==> src/sv/spd_pkg.sv <==
// Types and constants of the size prefix decoder.
// Used by spd_core, size_prefix_decoder_top and tb_top; depends on nothing.
`timescale 1ns / 1ps

package spd_pkg;

  localparam int unsigned ByteW  = 8;
  localparam int unsigned ValueW = 32;
  localparam int unsigned CountW = 3;
  localparam int unsigned OutW   = 40;

  localparam logic [7:0] Mask6 = 8'h3f;
  localparam logic [7:0] Mask5 = 8'h1f;
  localparam logic [7:0] Mask4 = 8'h0f;

  localparam logic [CountW-1:0] Len1 = 3'd1;
  localparam logic [CountW-1:0] Len2 = 3'd2;
  localparam logic [CountW-1:0] Len3 = 3'd3;
  localparam logic [CountW-1:0] Len4 = 3'd4;
  localparam logic [CountW-1:0] Len5 = 3'd5;

  typedef struct packed {
    logic [CountW-1:0] bytes_left;
    logic [ValueW-1:0] accumulator;
    logic [CountW-1:0] total_length;
  } spd_state_t;

  typedef struct packed {
    logic [CountW-1:0]        byte_count;
    logic signed [ValueW-1:0] size_value;
  } spd_result_t;

endpackage

==> src/sv/spd_core.sv <==
// Next-state and result logic of the size prefix decoder for one byte.
// Depends on spd_pkg.
`timescale 1ns / 1ps

module spd_core (
  input  spd_pkg::spd_state_t  st_i,
  input  logic [7:0]           data_byte_i,
  output spd_pkg::spd_state_t  st_o,
  output logic                 emit_o,
  output spd_pkg::spd_result_t res_o
);
  import spd_pkg::*;

  logic [ValueW-1:0] acc_shift;

  assign acc_shift = {st_i.accumulator[ValueW-ByteW-1:0], data_byte_i};

  always_comb begin
    st_o   = st_i;
    emit_o = 1'b0;
    res_o.size_value = acc_shift;
    res_o.byte_count = st_i.total_length;
    if (st_i.bytes_left == '0) begin
      case (data_byte_i[7:4]) inside
        4'b0???: begin
          emit_o = 1'b1;
          res_o.size_value = {{(ValueW-ByteW){1'b0}}, data_byte_i};
          res_o.byte_count = Len1;
        end
        4'b10??: begin
          st_o.accumulator  = {{(ValueW-ByteW){1'b0}}, data_byte_i & Mask6};
          st_o.bytes_left   = Len1;
          st_o.total_length = Len2;
        end
        4'b110?: begin
          st_o.accumulator  = {{(ValueW-ByteW){1'b0}}, data_byte_i & Mask5};
          st_o.bytes_left   = Len2;
          st_o.total_length = Len3;
        end
        4'b1110: begin
          st_o.accumulator  = {{(ValueW-ByteW){1'b0}}, data_byte_i & Mask4};
          st_o.bytes_left   = Len3;
          st_o.total_length = Len4;
        end
        default: begin
          st_o.accumulator  = '0;
          st_o.bytes_left   = Len4;
          st_o.total_length = Len5;
        end
      endcase
    end else begin
      st_o.accumulator = acc_shift;
      st_o.bytes_left  = st_i.bytes_left - Len1;
      if (st_i.bytes_left == Len1) begin
        emit_o            = 1'b1;
        st_o.accumulator  = '0;
        st_o.total_length = '0;
      end
    end
  end

endmodule

==> src/sv/size_prefix_decoder_top.sv <==
// Top level of the size prefix decoder: stream ports, state and result registers.
// Depends on spd_pkg and spd_core.
`timescale 1ns / 1ps

// Channel  Dir  Payload
// in_      in   tdata[7:0] data_byte
// out_     out  tdata[31:0] size_value, [34:32] byte_count, [39:35] zero
//
// One byte is taken per cycle unless the input is stalled; a result appears in the cycle after its last byte is taken.
// The decode state, the result register and its valid flag are the only stored elements.
// The input is stalled only while a result waits and out_tready is low.
// Reset drops a partly received value and clears the result valid flag; the result data itself is not reset.

module size_prefix_decoder_top (
  input  logic       clk,
  input  logic       rst_n,
  input  logic       in_tvalid,
  output logic       in_tready,
  input  logic [7:0] in_tdata,   // [7:0] data_byte
  output logic       out_tvalid,
  input  logic       out_tready,
  output logic [39:0] out_tdata  // [31:0] size_value, [34:32] byte_count, [39:35] zero
);
  import spd_pkg::*;

  spd_state_t  st_r;
  spd_state_t  st_nxt;
  spd_result_t res_r;
  spd_result_t res_nxt;
  logic        out_valid_r;
  logic        emit;
  logic        in_xfer;

  assign in_tready = !out_valid_r || out_tready;
  assign in_xfer   = in_tvalid && in_tready;

  spd_core u_core (
    .st_i        (st_r),
    .data_byte_i (in_tdata),
    .st_o        (st_nxt),
    .emit_o      (emit),
    .res_o       (res_nxt)
  );

  always_ff @(posedge clk) begin
    if (!rst_n) begin
      st_r        <= '0;
      out_valid_r <= 1'b0;
    end else begin
      if (in_xfer) begin
        st_r <= st_nxt;
      end
      if (in_xfer && emit) begin
        out_valid_r <= 1'b1;
      end else if (out_tready) begin
        out_valid_r <= 1'b0;
      end
    end
  end

  always_ff @(posedge clk) begin
    if (in_xfer && emit) begin
      res_r <= res_nxt;
    end
  end

  assign out_tvalid = out_valid_r;
  assign out_tdata  = {{(OutW-ValueW-CountW){1'b0}}, res_r.byte_count, res_r.size_value};

endmodule

==> config.mk <==
export PLATFORM = sky130hd
export DESIGN_NAME = size_prefix_decoder_top
export DESIGN_NICKNAME = d
export VERILOG_FILES = /design/src/sv/spd_pkg.sv /design/src/sv/spd_core.sv /design/src/sv/size_prefix_decoder_top.sv
export SDC_FILE = /design/constraint.sdc
export NUM_CORES = 1
export LEC_CHECK = 0
export BUFFER_PORTS_ARGS = -buffer_cell sky130_fd_sc_hd__buf_4
export CELL_PAD_IN_SITES_DETAIL_PLACEMENT = 1
export CELL_PAD_IN_SITES_GLOBAL_PLACEMENT = 1
export CORE_MARGIN = 2
export CORE_UTILIZATION = 46
export CTS_CLUSTER_DIAMETER = 80
export DETAILED_ROUTE_END_ITERATION = 8
export GPL_TIMING_DRIVEN = 0
export PLACE_DENSITY_LB_ADDON = 0.05
export SLEW_MARGIN = 20
export SYNTH_ARGS = -nofsm -noshare
export SYNTH_HDL_FRONTEND = slang
export SYNTH_SLANG_ARGS = --single-unit
==> constraint.sdc <==
create_clock -name clk -period 4.44 [get_ports clk]
set_input_delay 0.222 -clock clk [delete_from_list [all_inputs] [get_ports clk]]
set_output_delay 0.222 -clock clk [all_outputs]
set_load 0.01 [all_outputs]
---- Word level (Yosys, flattened, before mapping) ----
Cells that the tools add are included.
W data, S select, Z words.
storage, ports and cells
  register bits after elaboration ......... 66
  latch bits .............................. 0
  RAM bits ................................ 0
  ROM bits ................................ 0
  bits of input ports ..................... 12
  word-level logic and storage cells ...... 34
  memories kept ........................... 0
operators by class
  add/subtract/negate cells ............... 1
  multiply operators ...................... 0
  div/mod/pow operators ................... 0
  order comparisons ....................... 0
  equality and inequality tests ........... 5
  shift-type cells ........................ 0
  mux-type cells .......................... 13
  bitwise gates (word level) .............. 0
  reduce and logical (&&, ||, !) cells .... 9
operators with widths
  operator               number
  $mux W38               5
  $mux W35               3
  $mux W1                5
  $eq A4 B4 Y1 const B   1
  $reduce_bool A2 Y1     2
  $eq A3 B1 Y1 const B   1
  $eq A3 B3 Y1 const B   1
  $logic_not A3 Y1       1
  $reduce_and A3 Y1      1
  $sub A3 B1 Y3 const B  1
  $eq A2 B2 Y1 const B   1
  $logic_and A1 B1 Y1    2
  $ne A2 B2 Y1 const B   1
  $reduce_and A2 Y1      1
  $logic_not A1 Y1       1
  $logic_or A1 B1 Y1     1

---- Depth between registers and ports, before layout ----
  word-level depth ........................ 6
  gate-level depth with buffers ........... 10
  mapped depth without buffers ............ 6

---- By module ----
From an unflattened synthesis, not the netlist that was laid out.
second synthesis, totals
  cell total of the unflattened synthesis .. 335
  area total of the unflattened synthesis .. 3534.6 um^2
by module, submodules not included
  module                   times used  cells each  area an instance (um^2)  sequential area each (um^2)
  size_prefix_decoder_top  1           212         2663.8                   1831.8
  spd_core                 1           123         870.8                    0.0

---- Worst setup path after synthesis ----
No wires, ideal clock.
  kind .................................... register -> register
  start point ............................. register st_r[35] in the netlist's numbering
  end point ............................... register res_r, in the netlist out_tdata[0] (enable)
  setup time .............................. 0.431 ns
  arrival ................................. 2.546 ns
  data required time ...................... 4.009 ns
  slack ................................... 1.463 ns
  stages on the path, launching flop included .. 7
  path buffers ............................ 1
  clock period less this slack ............ 2.977 ns
  path through ............................ dfxtp_1 -> inv_1 -> ha_1 -> buf_6 -> mux2i_1 -> nand3b_1 -> nor2b_1
between the ends
  word-level cells in the longest chain between the ends .. 4
ends and longest elaborated chain
  what                      RTL line                       text
  start: declaration        size_prefix_decoder_top.sv:26  spd_state_t st_r;
  start signal: assignment  size_prefix_decoder_top.sv:51  st_r <= st_nxt;
  $eq A3 B1 Y1              spd_core.sv:54                 if (st_i.bytes_left == Len1) begin
  $mux W1                   spd_core.sv:54
  $mux W1 (*)               spd_core.sv:23                 if (st_i.bytes_left == '0) begin
  $logic_and A1 B1 Y1 (*)   size_prefix_decoder_top.sv:62  if (in_xfer && emit) begin
  end signal: assignment    size_prefix_decoder_top.sv:63  res_r <= res_nxt;
  end: declaration          size_prefix_decoder_top.sv:28  spd_result_t res_r;
Every way passes the cells marked *; elsewhere a longest branch is shown, timed or not.
A chain may end at the register's enable or synchronous reset.

---- Worst setup path in the final report ----
  start point ............................. register st_r[35] in the netlist's numbering
  end point ............................... register res_r, in the netlist out_tdata[10] (enable)
The elaborated chain is that of the path after synthesis.

==> run summary <==
status: finished clean
multiplexer area fraction after synthesis: 0.00735
main combinational cell family by area after synthesis: simple AND/OR/NAND/NOR gates
Data required, critical path: 4.49 ns
Slew @ Worst Pin: 0.547 ns
WS Path Type: register to register
Mapped Area: 0.00272 sq mm
clk buf depth: 2
Compound-Gate Fraction of Synth Area: 0.106
kind of start point of the critical path: register
Top delay family on crit path: simple AND/OR/NAND/NOR gates
starting DRC count in detailed routing: 86
clock sinks: 66
Clock Latency Late Sink: 0.34 ns
Sw Ratio: 0.286
Syn Inst Count: 235
critical path peak fanout: 19
Leak Pwr: 1.30 nW
# diodes: 0
DIE AREA: 0.00655 sq mm
vias post-DR: 1956
WL/cell: 15.3 microns
max-capacitance violation count: 0
Netlist cell types: 37
share of cells above drive strength 1: 0.258
Detailed Route WL: 5780 microns
minimum clock period: 2.11 ns
area taken by multi-input logic gates: 897 sq um
GRT Overall Usage: 0.200
Worst Path Buf+Inv: 3
area leader, netlist: edfxtp_1
count leader, synth: edfxtp_1
vias per cell: 5.19
total CTS buffers: 9
crit-path cells: inv_1 -> ha_1 -> buf_6 -> mux2i_1 -> nand3b_1 -> nor2b_4 -> buf_16
Reg clk slew, reported paths: 0.07 ns
core area: 0.00582 sq mm
Placer Congestion: 0.807
switching power total: 0.000407 W
I/O pin count: 54
power density cells: 421 mW/mm^2
H-tree depth: 3
fillcell total: 636
number of synthesized flops with an enable pin: 35
Pint: 0.00101 W
unrepaired setup endpoints after global routing: false
Synth Area in Simple Gates: 0.192
first-pass GRT wire length: 9660 microns
Layout Nets: 313
Flop pwr share: 0.506
synth-to-layout area growth: 23.8%
asr flop ratio synth: 0
Design Power: 0.00142 W
Root Buffer: clkbuf_8
Seq/Total Area, Yosys: 0.614
peak supply drop: 206 uV
Synth area leaders: edfxtp_1, dfxtp_1, nor2b_1
CP arrival: 2.16 ns
Combinational Power Share: 0.206
Storage cell area: 0.00167 sq mm
Setup Fix Bufs, Post-CTS: 0
# setup viols final: 0
synth warn: 0
initial antenna violation count: 0
slowest CP cell: nor2b_4
Hold Path Class: input pin to register
post-synthesis xor/xnor area fraction: 0
Worst path max stage delay: 0.49 ns
Post-Synth Adder-Cell Area: 0.0138
FF+latch count, synth: 66
Detailed Place HPWL: 4150 microns
vias in the first global route: 1983
Setup Skew: 0.00473 ns
Post-synth top flop: edfxtp_1
top-area cell type share of the netlist area: 0.386
I/O Buffers: 47
synth cell count leaders: edfxtp_1, dfxtp_1, nand3_1
cts hold-fix bufs: 0
Final Hold Viols: 0
CTS tree: done
Fmax: 475 MHz
GRT overflow: 0
pin count of the biggest net entering global routing: 20
post-cts resize count: 0
Setup TNS: 0 ns
Worst setup EP type: register
Period Utilization, post-route: 0.475
Routed Antenna Nets: 0
Die H: 81.0 microns
initial core utilization: 0.468
Mean Syn Cell Area: 11.6 sq um
Rel. slew slack: 0.634
drt drc: 0
DRT Pass-1 Iters: 4
Rows: 28
Slew Viols, Final: 0
Clk network pwr share: 0.288
Die Wd: 81.0 microns
[path summary, 6_finish.rpt]
check / from / to / slack (ns) / cells past startpoint
worst max-delay path: st_r[35] / out_tdata[10] / 2.33 / 7
worst min-delay path: in_tdata[7] / out_tdata[7] / 0.07 / 1
worst max register to register: st_r[35] / out_tdata[10] / 2.33 / 7
worst min register to register: st_r[26] / st_r[26] / 0.45 / 2
[logic make-up after synthesis]
family,count (synthesis)
AOI/OAI and AO/OA,41
adders and majority gates,3
buffers and inverters,27
DFF,66
muxes,2
other,1
and+or+nand+nor,95
[power groups by stage]
| stage | sequential (W) | combinational (W) | clock [W] |
|---|---|---|---|
| 3_5_place_dp | 0.000733 | 0.000294 | 0 |
| 6_report | 0.000719 | 0.000292 | 0.000410 |
| 5_1_grt | 0.000724 | 0.000324 | 0.000445 |
| 3_3_place_gp | 0.000733 | 0.000276 | 0 |
| 2_1_floorplan | 0.000743 | 0.000167 | 0 |
| 4_1_cts | 0.000719 | 0.000295 | 0.000420 |
[layout by cell type (no fill, tap or decap), types with 4 or more instances in the layout]
| cell type | count |
|---|---|
| a21oi_1 | 4 |
| a21boi_1 | 11 |
| o21ai_0 | 7 |
| a21boi_0 | 9 |
| buf_6 | 5 |
| inv_1 | 5 |
| conb_1 | 5 |
| dfxtp_1 | 31 |
| clkbuf_1 | 10 |
| edfxtp_1 | 35 |
| nand3_1 | 30 |
| buf_4 | 54 |
| nand2_1 | 23 |
| clkbuf_8 | 9 |
| nor2b_1 | 28 |
[stage by stage]
stage / setup WS (ns) / hold WS [ns] / util / std cells / cell area (sq um)
3_3_place_gp: 0.793 / 0.410 / 0.548 / 361 / 3190
4_1_cts: 2.30 / 0.0532 / 0.580 / 377 / 3370
2_1_floorplan: 1.46 / 0.321 / - / 239 / 2740
5_1_grt: 2.16 / 0.0582 / 0.580 / 377 / 3370
3_5_place_dp: 2.30 / 0.413 / 0.554 / 362 / 3220
6_report: 2.33 / 0.0659 / 0.580 / 377 / 3370
[worst reg2reg max path, stage by stage (launching register included)]
cell,delay (ns)
dfxtp_1,0.38
inv_1,0.08
ha_1,0.21
buf_6,0.14
mux2i_1,0.14
nand3b_1,0.15
nor2b_4,0.49
buf_16,0.23
[state kept, by name, indices dropped and copies added, names as in the netlist]
signal	flops
out_tvalid	1
st_r	30
out_tdata	35
[metal layers]
| metal | share of wire | track usage | vias to the layer above |
|---|---|---|---|
| met1 | 0.45 | 0.247 | 968 |
| met4 | 0.021 | 0.112 | 0 |
| met5 | 0 | 0 | - |
| met2 | 0.49 | 0.328 | 38 |
| met3 | 0.038 | 0.0367 | 10 |
| li1 | - | - | 940 |
[layout make-up]
class | instances | share of cell area
Tap cell | 75 | 0.0278
Multi-Input combinational cell | 146 | 0.266
Timing Repair Buffer | 48 | 0.113
Buffer | 22 | 0.0471
Clock buffer | 11 | 0.0390
Sequential cell | 66 | 0.496
Clock inverter | 4 | 0.00594
Inverter | 5 | 0.00557
Power figures use the tool's default switching activity.
